<file path="config.mk">
export PLATFORM = sky130hd
export DESIGN_NAME = rx_frame_arp_icmp_filter_core
export DESIGN_NICKNAME = d
export VERILOG_FILES = /design/src/design/rxaf_pkg.sv /design/src/design/rx_frame_arp_icmp_filter_core.sv /design/src/design/rxaf_regs.sv
export SDC_FILE = /design/constraint.sdc
export NUM_CORES = 1
export LEC_CHECK = 0
export BUFFER_PORTS_ARGS = -buffer_cell sky130_fd_sc_hd__buf_2
export CORE_ASPECT_RATIO = 0.8
export CORE_MARGIN = 10
export CORE_UTILIZATION = 60
export DETAILED_ROUTE_END_ITERATION = 6
export PLACE_DENSITY_LB_ADDON = 0.05
export SLEW_MARGIN = 15
export SYNTH_ARGS = -nofsm -noshare
export SYNTH_HDL_FRONTEND = slang
export SYNTH_HIERARCHICAL = 1
export SYNTH_SLANG_ARGS = --single-unit
</file>
<file path="constraint.sdc">
create_clock -name clk -period 7 [get_ports clk]
set_input_delay 0.7 -clock clk [delete_from_list [all_inputs] [get_ports clk]]
set_output_delay 0.7 -clock clk [all_outputs]
set_load 0.05 [all_outputs]
</file>
<file path="src/design/rxaf_pkg.sv">
package rxaf_pkg;

  localparam int AddrW = 3;
  localparam int PosW  = 6;

  localparam logic [PosW-1:0] POS_MAX   = 6'd63;
  localparam logic [PosW-1:0] MIN_FRAME = 6'd42;

  localparam logic [15:0] ETYPE_ARP  = 16'h0806;
  localparam logic [15:0] ETYPE_IPV4 = 16'h0800;

  // byte offsets from the start of the destination MAC
  localparam logic [PosW-1:0] OFS_TYPE_HI = 6'd12;
  localparam logic [PosW-1:0] OFS_TYPE_LO = 6'd13;
  localparam logic [PosW-1:0] OFS_OP_HI   = 6'd20;
  localparam logic [PosW-1:0] OFS_OP_LO   = 6'd21;
  localparam logic [PosW-1:0] OFS_SHA_LO  = 6'd22;
  localparam logic [PosW-1:0] OFS_PROTO   = 6'd23;
  localparam logic [PosW-1:0] OFS_SHA_HI  = 6'd27;
  localparam logic [PosW-1:0] OFS_GW_LO   = 6'd28;
  localparam logic [PosW-1:0] OFS_GW_HI   = 6'd31;
  localparam logic [PosW-1:0] OFS_LOC_LO  = 6'd30;
  localparam logic [PosW-1:0] OFS_LOC_HI  = 6'd33;
  localparam logic [PosW-1:0] OFS_ICMP_T  = 6'd34;
  localparam logic [PosW-1:0] OFS_ID_HI   = 6'd38;
  localparam logic [PosW-1:0] OFS_ID_LO   = 6'd39;

  localparam logic [7:0] ARP_OP_HI  = 8'h00;
  localparam logic [7:0] ARP_OP_LO  = 8'h02;
  localparam logic [7:0] IP_PROTO_ICMP = 8'h01;
  localparam logic [7:0] ICMP_ECHO_REPLY = 8'h00;
  localparam logic [7:0] ECHO_ID_HI = 8'h4D;
  localparam logic [7:0] ECHO_ID_LO = 8'h4F;

  localparam logic [31:0] LOCAL_RESET   = 32'h0A00_020F;
  localparam logic [31:0] GATEWAY_RESET = 32'h0A00_0202;

  // match flag bit positions
  localparam int F_OP_HI  = 0;
  localparam int F_OP_LO  = 1;
  localparam int F_GW_IP  = 2;
  localparam int F_PROTO  = 3;
  localparam int F_LOC_IP = 4;
  localparam int F_ICMP_T = 5;
  localparam int F_ID_HI  = 6;
  localparam int F_ID_LO  = 7;

  typedef enum logic [0:0] {
    REG_LOCAL   = 1'b0,
    REG_GATEWAY = 1'b1
  } reg_idx_t;

  typedef enum logic [1:0] {
    KIND_NONE       = 2'd0,
    KIND_ARP_REPLY  = 2'd1,
    KIND_ECHO_REPLY = 2'd2
  } frame_kind_t;

  typedef struct packed {
    logic [31:0] local_addr;
    logic [31:0] gateway_addr;
  } cfg_t;

  function automatic logic [7:0] ip_octet(input logic [31:0] addr, input logic [1:0] k);
    logic [7:0] o;
    case (k)
      2'd0:    o = addr[31:24];
      2'd1:    o = addr[23:16];
      2'd2:    o = addr[15:8];
      default: o = addr[7:0];
    endcase
    return o;
  endfunction

endpackage

</file>
<file path="src/design/rx_frame_arp_icmp_filter_core.sv">
// Receive filter that learns the gateway MAC and spots ICMP echo replies.
//
// Input channel: one frame byte per beat (rx_byte) with end_of_frame set on
// the final byte, handshaked by in_valid / in_ready. Bytes count from the
// first byte of the destination MAC.
// Output channel: one result beat per frame, on out_valid / out_ready,
// carrying frame_kind and the current gateway MAC, gateway_valid and
// echo_seen. Non-final bytes produce no result.
// The result of a frame is registered and presented in the cycle after its
// final byte is accepted. Throughput is one byte per cycle while no result
// is held by a stalled receiver; each byte runs field compares and a counter update.
// Local and gateway IPv4 addresses are set over the APB port (offset 0x0
// and 0x4); the user must write them only while the block is idle, it does not enforce this.
// Reset clears the byte counter, the captured fields, the learned MAC and
// both sticky flags, and loads the default addresses 10.0.2.15 / 10.0.2.2.
// When the receiver stalls, the pending result holds; non-final bytes and a
// new final byte are accepted once that result has been taken (or in the
// cycle it is taken).
module rx_frame_arp_icmp_filter_core
  import rxaf_pkg::*;
(
  input  logic             clk,
  input  logic             rst,
  input  logic             psel,
  input  logic             penable,
  input  logic             pwrite,
  input  logic [AddrW-1:0] paddr,
  input  logic [31:0]      pwdata,
  output logic [31:0]      prdata,
  output logic             pready,
  input  logic             in_valid,
  output logic             in_ready,
  input  logic [7:0]       rx_byte,
  input  logic             end_of_frame,
  output logic             out_valid,
  input  logic             out_ready,
  output logic [1:0]       frame_kind,
  output logic [47:0]      gateway_hw_address,
  output logic             gateway_valid,
  output logic             echo_seen
);

  cfg_t cfg;

  rxaf_regs u_regs (
    .clk     (clk),
    .rst     (rst),
    .psel    (psel),
    .penable (penable),
    .pwrite  (pwrite),
    .paddr   (paddr),
    .pwdata  (pwdata),
    .prdata  (prdata),
    .pready  (pready),
    .cfg     (cfg)
  );

  logic [PosW-1:0] pos, pos_next;
  logic [15:0]     ether_kind, ether_kind_next;
  logic [7:0]      flags, flags_next;
  logic [47:0]     sha, sha_next;
  logic [47:0]     gw_mac, gw_mac_next;
  logic            gw_known, gw_known_next;
  logic            echo_flag, echo_flag_next;
  frame_kind_t     kind, kind_next;
  logic            accept;
  logic [PosW-1:0] gw_rel, loc_rel;
  logic            arp_ok, echo_ok;

  assign in_ready = !out_valid || out_ready;
  assign accept   = in_valid && in_ready;
  assign gw_rel   = pos - OFS_GW_LO;
  assign loc_rel  = pos - OFS_LOC_LO;

  always_comb begin
    pos_next        = pos;
    ether_kind_next = ether_kind;
    flags_next      = flags;
    sha_next        = sha;
    gw_mac_next     = gw_mac;
    gw_known_next   = gw_known;
    echo_flag_next  = echo_flag;
    kind_next       = KIND_NONE;
    arp_ok          = 1'b0;
    echo_ok         = 1'b0;

    if (pos != POS_MAX) begin
      pos_next = pos + 1'b1;
      case (pos)
        OFS_TYPE_HI: ether_kind_next[15:8]  = rx_byte;
        OFS_TYPE_LO: ether_kind_next[7:0]   = rx_byte;
        OFS_OP_HI:   flags_next[F_OP_HI]  = (rx_byte == ARP_OP_HI);
        OFS_OP_LO:   flags_next[F_OP_LO]  = (rx_byte == ARP_OP_LO);
        OFS_PROTO:   flags_next[F_PROTO]  = (rx_byte == IP_PROTO_ICMP);
        OFS_ICMP_T:  flags_next[F_ICMP_T] = (rx_byte == ICMP_ECHO_REPLY);
        OFS_ID_HI:   flags_next[F_ID_HI]  = (rx_byte == ECHO_ID_HI);
        OFS_ID_LO:   flags_next[F_ID_LO]  = (rx_byte == ECHO_ID_LO);
        default: ;
      endcase
      if (pos inside {[OFS_SHA_LO:OFS_SHA_HI]})
        sha_next = {sha[39:0], rx_byte};
      // running four-byte compares: the first byte restarts, later bytes can only clear
      if (pos inside {[OFS_GW_LO:OFS_GW_HI]}) begin
        if (rx_byte != ip_octet(cfg.gateway_addr, gw_rel[1:0]))
          flags_next[F_GW_IP] = 1'b0;
        else if (pos == OFS_GW_LO)
          flags_next[F_GW_IP] = 1'b1;
      end
      if (pos inside {[OFS_LOC_LO:OFS_LOC_HI]}) begin
        if (rx_byte != ip_octet(cfg.local_addr, loc_rel[1:0]))
          flags_next[F_LOC_IP] = 1'b0;
        else if (pos == OFS_LOC_LO)
          flags_next[F_LOC_IP] = 1'b1;
      end
    end

    if (pos_next >= MIN_FRAME) begin
      arp_ok  = (ether_kind_next == ETYPE_ARP) && flags_next[F_OP_HI] &&
                flags_next[F_OP_LO] && flags_next[F_GW_IP];
      echo_ok = (ether_kind_next == ETYPE_IPV4) && flags_next[F_PROTO] &&
                flags_next[F_LOC_IP] && flags_next[F_ICMP_T] &&
                flags_next[F_ID_HI] && flags_next[F_ID_LO];
    end

    if (end_of_frame) begin
      if (arp_ok) begin
        gw_mac_next   = sha_next;
        gw_known_next = 1'b1;
        kind_next     = KIND_ARP_REPLY;
      end else if (echo_ok) begin
        echo_flag_next = 1'b1;
        kind_next      = KIND_ECHO_REPLY;
      end
      // drop the per-frame capture
      pos_next        = '0;
      ether_kind_next = '0;
      flags_next      = '0;
      sha_next        = '0;
    end
  end

  always_ff @(posedge clk) begin
    if (rst) begin
      pos        <= '0;
      ether_kind <= '0;
      flags      <= '0;
      sha        <= '0;
      gw_mac     <= '0;
      gw_known   <= 1'b0;
      echo_flag  <= 1'b0;
      out_valid  <= 1'b0;
    end else begin
      if (accept) begin
        pos        <= pos_next;
        ether_kind <= ether_kind_next;
        flags      <= flags_next;
        sha        <= sha_next;
        gw_mac     <= gw_mac_next;
        gw_known   <= gw_known_next;
        echo_flag  <= echo_flag_next;
      end
      if (accept && end_of_frame)
        out_valid <= 1'b1;
      else if (out_ready)
        out_valid <= 1'b0;
    end
  end

  // the learned state only moves on a final byte, which waits for a free result slot
  always_ff @(posedge clk) begin
    if (accept && end_of_frame)
      kind <= kind_next;
  end

  assign frame_kind         = kind;
  assign gateway_hw_address = gw_mac;
  assign gateway_valid      = gw_known;
  assign echo_seen          = echo_flag;

endmodule

</file>
<file path="src/design/rxaf_regs.sv">
module rxaf_regs
  import rxaf_pkg::*;
(
  input  logic             clk,
  input  logic             rst,
  input  logic             psel,
  input  logic             penable,
  input  logic             pwrite,
  input  logic [AddrW-1:0] paddr,
  input  logic [31:0]      pwdata,
  output logic [31:0]      prdata,
  output logic             pready,
  output cfg_t             cfg
);

  reg_idx_t idx;
  logic     wr_en;

  assign idx    = reg_idx_t'(paddr[2]);
  assign wr_en  = psel && penable && pwrite;
  assign pready = 1'b1;

  always_ff @(posedge clk) begin
    if (rst) begin
      cfg.local_addr   <= LOCAL_RESET;
      cfg.gateway_addr <= GATEWAY_RESET;
    end else if (wr_en) begin
      case (idx)
        REG_LOCAL:   cfg.local_addr   <= pwdata;
        REG_GATEWAY: cfg.gateway_addr <= pwdata;
        default: ;
      endcase
    end
  end

  always_comb begin
    case (idx)
      REG_LOCAL:   prdata = cfg.local_addr;
      REG_GATEWAY: prdata = cfg.gateway_addr;
      default:     prdata = '0;
    endcase
  end

endmodule

</file>
# [Yosys cells after proc, flatten, opt, wreduce, memory -nomap -nowiden]
# Index checks and enable logic that the tools add are counted.
[totals] reg_bits=195 output_inout_bits=87 word_cells=110
[classes] add_sub_neg=3 order_cmp=7 eq_ne=23 mux=36 bitwise=3 reduce_logical=26
[op_table] cell="2-to-1 mux 48 bit" n=3
[op_table] cell="2-to-1 mux 8 bit" n=8
[op_table] cell="one-hot mux 32 bit (2 select lines)" n=1
[op_table] cell="one-hot mux 8 bit (3 select lines)" n=2
[op_table] cell="== test 16 x 12 -> 1 bit (second input constant)" n=2
[op_table] cell="2-to-1 mux 16 bit" n=2
[op_table] cell="== test 6 x 5 -> 1 bit (second input constant)" n=5
[op_table] cell="== test 6 bit (second input constant)" n=3
[op_table] cell=">= comparator 6 x 5 -> 1 bit (second input constant)" n=3
[op_table] cell="2-to-1 mux 1 bit" n=17
[op_table] cell="== test 8 x 7 -> 1 bit (second input constant)" n=2
[op_table] cell="inequality test 8 bit" n=2
[op_table] cell="logical AND 1 bit" n=15
[op_table] cell="== test 6 x 4 -> 1 bit (second input constant)" n=2
[op_table] cell="<= comparator 6 x 5 -> 1 bit (second input constant)" n=2
[op_table] cell="2-to-1 mux 6 bit" n=2
[op_table] cell="== test 8 x 1 -> 1 bit (second input constant)" n=1
[op_table] cell="== test 8 x 2 -> 1 bit (second input constant)" n=1
[op_table] cell="zero test 8 bit" n=1
[op_table] cell="adder 6 x 1 -> 6 bit (second input constant)" n=1
[op_table] cell=">= comparator 6 bit (second input constant)" n=1
[op_table] cell="<= comparator 6 bit (second input constant)" n=1
[op_table] cell="inequality test 6 bit (second input constant)" n=1
[op_table] cell="== test 2 x 1 -> 1 bit (second input constant)" n=2
[op_table] cell="13 further kinds" n=18

# [Longest topological paths before layout]
[depth] word_depth=17 mapped_depth=13

# [Cells and area by module]
# Netlist, hierarchy kept.
[by_module_without_submodules] mod="rx_frame_arp_icmp_filter_core" instances=1 cells_per_inst=753 area_per_inst_um2=6721.4 seq_area_each_um2=2642.5
[by_module_without_submodules] mod="rxaf_regs" instances=1 cells_per_inst=286 area_per_inst_um2=3041.7 seq_area_each_um2=1281.2

# [Least setup slack after synthesis]
# Ideal clock, no wire load.
[synth_timing] path_kind="register to register" start="register pos[1]" end="register gw_mac[35], in the netlist gateway_hw_address[35]" arrival_time_ns=2.741 required_time_ns=6.879 path_slack_ns=4.137 path_stages_with_launch=14 synth_period_minus_slack_ns=2.863 cell_sequence="dfxtp_1 clkbuf_1 inv_1 ha_1 clkbuf_1 a222oi_1 mux2i_1 xnor2_1 nand4_1 o21ai_0 nand3_1 buf_6 buf_6 mux2_4"
[synth_via] elab_chain_cells=12
[synth_rtl] item="start, declared" line_no="rx_frame_arp_icmp_filter_core.sv:58" source="logic [PosW-1:0] pos, pos_next;"
[synth_rtl] item="start signal, assigned" line_no="rx_frame_arp_icmp_filter_core.sv:154" source="pos <= pos_next;"
[synth_rtl] item="subtractor 2 x 1 -> 2 bit" line_no="rx_frame_arp_icmp_filter_core.sv:72" source="assign gw_rel = pos - OFS_GW_LO;"
[synth_rtl] item="== test 2 bit, or another cell as far along" line_no="rxaf_pkg.sv:66" source="case (k)"
[synth_rtl] item="one-hot mux 8 bit (3 select lines)" line_no="rxaf_pkg.sv:66"
[synth_rtl] item="2-to-1 mux 8 bit" line_no="rx_frame_arp_icmp_filter_core.sv:103" source="if (pos inside {[OFS_GW_LO:OFS_GW_HI]}) begin"
[synth_rtl] item="2-to-1 mux 8 bit" line_no="rx_frame_arp_icmp_filter_core.sv:87" source="if (pos != POS_MAX) begin"
[synth_rtl] item="inequality test 8 bit" line_no="rx_frame_arp_icmp_filter_core.sv:104" source="if (rx_byte != ip_octet(cfg.gateway_addr, gw_rel[1:0]))"
[synth_rtl] item="2-to-1 mux 1 bit" line_no="rx_frame_arp_icmp_filter_core.sv:104"
[synth_rtl] item="2-to-1 mux 1 bit" line_no="rx_frame_arp_icmp_filter_core.sv:103"
[synth_rtl] item="2-to-1 mux 8 bit" line_no="rx_frame_arp_icmp_filter_core.sv:87"
[synth_rtl] item="logical AND 1 bit" line_no="rx_frame_arp_icmp_filter_core.sv:119" source="flags_next[F_OP_LO] && flags_next[F_GW_IP];"
[synth_rtl] item="2-to-1 mux 1 bit" line_no="rx_frame_arp_icmp_filter_core.sv:117" source="if (pos_next >= MIN_FRAME) begin"
[synth_rtl] item="AND reduction 3 bit (no source line)"
[synth_rtl] item="end signal, assigned" line_no="rx_frame_arp_icmp_filter_core.sv:158" source="gw_mac <= gw_mac_next;"
[synth_rtl] item="end, declared" line_no="rx_frame_arp_icmp_filter_core.sv:62" source="logic [47:0] gw_mac, gw_mac_next;"
# Several ways; a longest one is shown, not always the timed one. The select of a mux whose other input is x is not followed.
# A chain may end at the register's enable or synchronous reset.

# [Worst setup path in the final report]
[layout_timing] start="register pos[0]" end="register gw_mac[11], in the netlist gateway_hw_address[11]"
# The elaborated chain is that of the path after synthesis.

==> results.md <==
STA:
- The worst-case headroom to the max-slew limit is a little over a third.
- Based on the critical path, the design can be clocked at up to around 220 MHz.
- The number of hold-slack violations in the final timing report came to 0.
- The final critical path takes up around 65% of the cycle.
- The accumulated negative setup slack is 0 ns.
- The worst path in the final design needs a cycle of approximately 4.6 ns, including I/O delays and setup.
- For the pin with the worst max-slew slack, the measured transition is about 1 ns.
- The number of slew-limit violations in the final report is 0.
- Setup repair after global routing left no endpoint under its margin.
- Setup violations remaining at the end of the flow were counted as 0.
- The clock tree skew after final layout is ~0.012 ns.

Routing:
- The highest metal layer used by the detailed router is met4.
- The routed design has 24.5 mm of wire.
- The count of nets left with antenna violations once routing finished came out at 0.
- In the routed layout, each cell is associated on average with a via count of 5.77.
- The routed layout has about 7,800 vias.
- The count of TritonRoute iterations in the first routing pass is 5.
- The average detailed-routed wire length per instance is 18.2 microns.
- The total met3 wirelength after detailed routing is between 1.5 and 2 mm.
- The routed metal-1 wirelength is between 10 and 15 mm.
- For this block, the initial DRC count from the detailed router was slightly above 800.
- Detailed routing placed a total of roughly 11 mm of wire on met2.
- In the routed design, unresolved DRC markers number 0.

Clock network:
- For this design, the sink count on the clock tree is between 150 and 200.
- The clock root buffer master is sky130_fd_sc_hd__clkbuf_16.
- Clock-pin slew was measured on the worst setup and hold paths at around 0.070 ns.
- TritonCTS created 17 clock buffers.
- TritonCTS built the clock tree.
- The maximum buffer depth of the clock tree is 2.
- The number of hold buffers added after CTS was 0.
- The post-CTS resize count is 0.
- The H-tree level count is 4.
- The number of setup buffers added after CTS is 0.
- Clock latency on the worst-skew pair, taken at its later pin, is approximately 0.44 ns.

Pwr:
- Combinational logic burns 7.3% of the power.
- The clock network burns 44.2% of the power.
- For this design the static power due to leakage is slightly below 0.005 uW.
- Internal power comes to between 1500 and 2000 uW.
- The power density over the cells is approximately 210 mW/mm^2.
- IR analysis of the VDD net gives a maximum drop of about 0.15 mV.
- The switching share of power is 23.8%.
- The relative contribution of sequential cells to total power is 48.4%.
- The analysis attributes to net switching a power of 554 uW.

Floorplan:
- The placement row count is a little over 40.
- The die is between 100 and 150 microns tall.
- The core region is approximately 0.016 sq mm.
- The starting density of the core is 61.6%.
- The floorplan step defined a die boundary enclosing around 0.022 sq mm.
- The width of the die is ~160 microns.
- In this run the count of I/O pins placed on the die edge is ~140.

Cells and area:
- In the final layout, the share of cells above drive strength 1 is 23.2%.
- Compared with the post-synthesis result, the final layout area differs by 12.9%.
- Leaving out fill and tap cells, the most frequent cell in the layout is sky130_fd_sc_hd__dfxtp_1.
- After the flow finishes, the layout carries non-filler instances totaling between 1,000 and 1,500.
- The library cells used most frequently in the layout, excluding fill and tap cells, are sky130_fd_sc_hd__dfxtp_1 (193), sky130_fd_sc_hd__nor2_1 (158), sky130_fd_sc_hd__buf_2 (133).
- The final-stage net count is between 1,000 and 1,500.

Critical path:
- The worst setup path is of the flop to flop kind.
- The worst setup path is captured at a flop.
- For this run, the slowest stage of the critical path takes ~0.75 ns.
- The cell with the largest stage delay on the worst path is sky130_fd_sc_hd__nand3_2.
- The critical path contains buffers and inverters numbering 2 combined.
- The worst path required time is ~7.3 ns.
- In this run the worst path has a maximum fanout of 28.
- The worst setup path is launched from a flop.
- Traced cell by cell, the critical path runs through inv_1 > ha_1 > a222oi_1 > mux2i_1 > xnor2_1 > nand4_1 > o21ai_0 > nand3_2 > buf_4 > mux2_2.
- The data arrival time of the worst path is roughly 4.9 ns.
- The dominant delay contributor by cell family on the critical path is compound AO/OA/AOI/OAI gates.

Global routing:
- The initial antenna violation count was 3.
- The first global-routing pass estimated about 39 mm of wire.
- The overall track demand over capacity in global routing is approximately 22%.
- The via count of the first global-routing pass was 7,390.
- The largest net degree at the start of global routing is around 240.
- For this run the aggregate overflow at the end of global routing stands at 0.

Synthesis:
- Yosys mapped a number of flops with a built-in enable equal to 2.
- The synthesized design contains 195 register bits.
- The most used flip-flop cell after synthesis is sky130_fd_sc_hd__dfxtp_1.
- The average instance in the mapped netlist occupies 9.40 sq um.
- The number of different library cells in the post-synthesis netlist is between 50 and 60.
- During synthesis, Yosys emitted a total of 6 warnings.
- The post-synthesis instance area is 0.00976 sq mm.
- The synthesized instance count is around 1,000.
- The post-synthesis async set-or-reset flop share is 0%.
- Summing the sequential cell areas from Yosys gives between 40% and 50% of the chip area.
- The number of nets in the synthesized netlist is between 1,000 and 1,500.

Place:
- Routability-driven placement finished with a final weighted congestion of ~0.86.
- In this run the tool buffered the top-level ports with 134 buffer cells.
- Detailed placement finished with a half-perimeter wire length of around 16 mm.
- In this run, placement finished with an instance count of around 1,300.

Min path:
- The type of the tightest min-delay check is flop to flop.

Run:
- The tool flagged a number of max-cap violations equal to 0.

Outcome:
- The flow ran to the end, and the final reports show no timing, DRC or antenna violations.
==> layer usage <==
metal,vias to the layer above,GRT usage [%]
met2,262,31.8
met5,-,0
met4,0,4.80
met3,20,5.23
li1,3767,-
met1,3706,32.0
==> synthesized netlist by cell type, types with 9 or more instances <==
cell | number | area (sq um)
sky130_fd_sc_hd__buf_2 | 13 | 65.1
sky130_fd_sc_hd__a21oi_1 | 14 | 70.1
sky130_fd_sc_hd__mux2_2 | 71 | 800
sky130_fd_sc_hd__nand2b_1 | 84 | 526
sky130_fd_sc_hd__nor3_1 | 10 | 50.1
sky130_fd_sc_hd__nand2_1 | 25 | 93.8
sky130_fd_sc_hd__nand3_1 | 9 | 45.0
sky130_fd_sc_hd__a222oi_1 | 16 | 160
sky130_fd_sc_hd__clkbuf_1 | 55 | 206
sky130_fd_sc_hd__mux2i_1 | 129 | 1290
sky130_fd_sc_hd__dfxtp_1 | 193 | 3860
sky130_fd_sc_hd__nor2_1 | 158 | 593
sky130_fd_sc_hd__xnor2_1 | 16 | 140
sky130_fd_sc_hd__nor2b_1 | 57 | 357
sky130_fd_sc_hd__mux2_4 | 9 | 135
sky130_fd_sc_hd__inv_1 | 25 | 93.8
sky130_fd_sc_hd__a22oi_1 | 68 | 510
==> power groups by stage <==
stage	combinational (uW)	clock, uW	sequential, uW
6_report	171	1030	1130
3_5_place_dp	170	0	1150
5_1_grt	184	1090	1130
2_1_floorplan	125	0	1150
3_3_place_gp	169	0	1150
4_1_cts	170	1040	1130
==> path summary, 6_finish.rpt <==
path	slack [ns]	cells after the start	start	end
worst max-delay path	2.44	10	pos[0]	gateway_hw_address[11]
worst min-delay path	0.45	2	gateway_valid	gateway_valid
worst max register to register	2.44	10	pos[0]	gateway_hw_address[11]
worst min register to register	0.45	2	gateway_valid	gateway_valid
==> logic make-up after synthesis <==
| family | Yosys count | synth area share, % |
|---|---|---|
| buffers and inverters | 109 | 5.01 |
| flip-flops | 195 | 40.2 |
| AND/OR/NAND/NOR | 377 | 19.9 |
| multiplexers | 210 | 22.9 |
| XOR/XNOR | 16 | 1.44 |
| adder cells (fa/ha/maj) | 7 | 0.897 |
| AO/OA/AOI/OAI | 124 | 9.60 |
| other | 1 | 0.0384 |
==> worst min-delay path, stage by stage, from the launching register on <==
cell	delay (ns)
sky130_fd_sc_hd__dfxtp_1	0.31
sky130_fd_sc_hd__inv_1	0.05
sky130_fd_sc_hd__a21oi_1	0.05
==> final cells by class <==
| type | count | area, sq um |
|---|---|---|
| diodes | 2 | 5.00 |
| clock buffers | 20 | 437 |
| clock inverters | 11 | 179 |
| fillers | 1267 | 4830 |
| inverters | 25 | 93.8 |
| multi-input cells | 735 | 5370 |
| flip-flops and latches | 195 | 3920 |
| well taps | 215 | 269 |
| repair buffers | 141 | 742 |
==> per-stage QoR <==
stage               setup slack, ns  area [sq um]  hold slack (ns)  total power [uW]  utilization [%]
finish                         2.44         11000            0.446              2330             69.5
global placement               2.71         10400            0.433              1320             65.6
CTS                            2.56         11000            0.450              2340             69.5
global route                   2.19         11000            0.484              2400             69.5
floorplan                      4.14          9760            0.454              1280                -
detailed placement             2.68         10400            0.440              1320             65.6
==> flip-flops by register name, summed over array words and instances, names as in the netlist <==
name and cells:
echo_seen 1, ether_kind 16, flags 8, frame_kind 2
gateway_hw_address 48, gateway_valid 1, out_valid 1, pos 6
sha 48, u_regs/cfg 64
(Power assumes the default switching activity.)
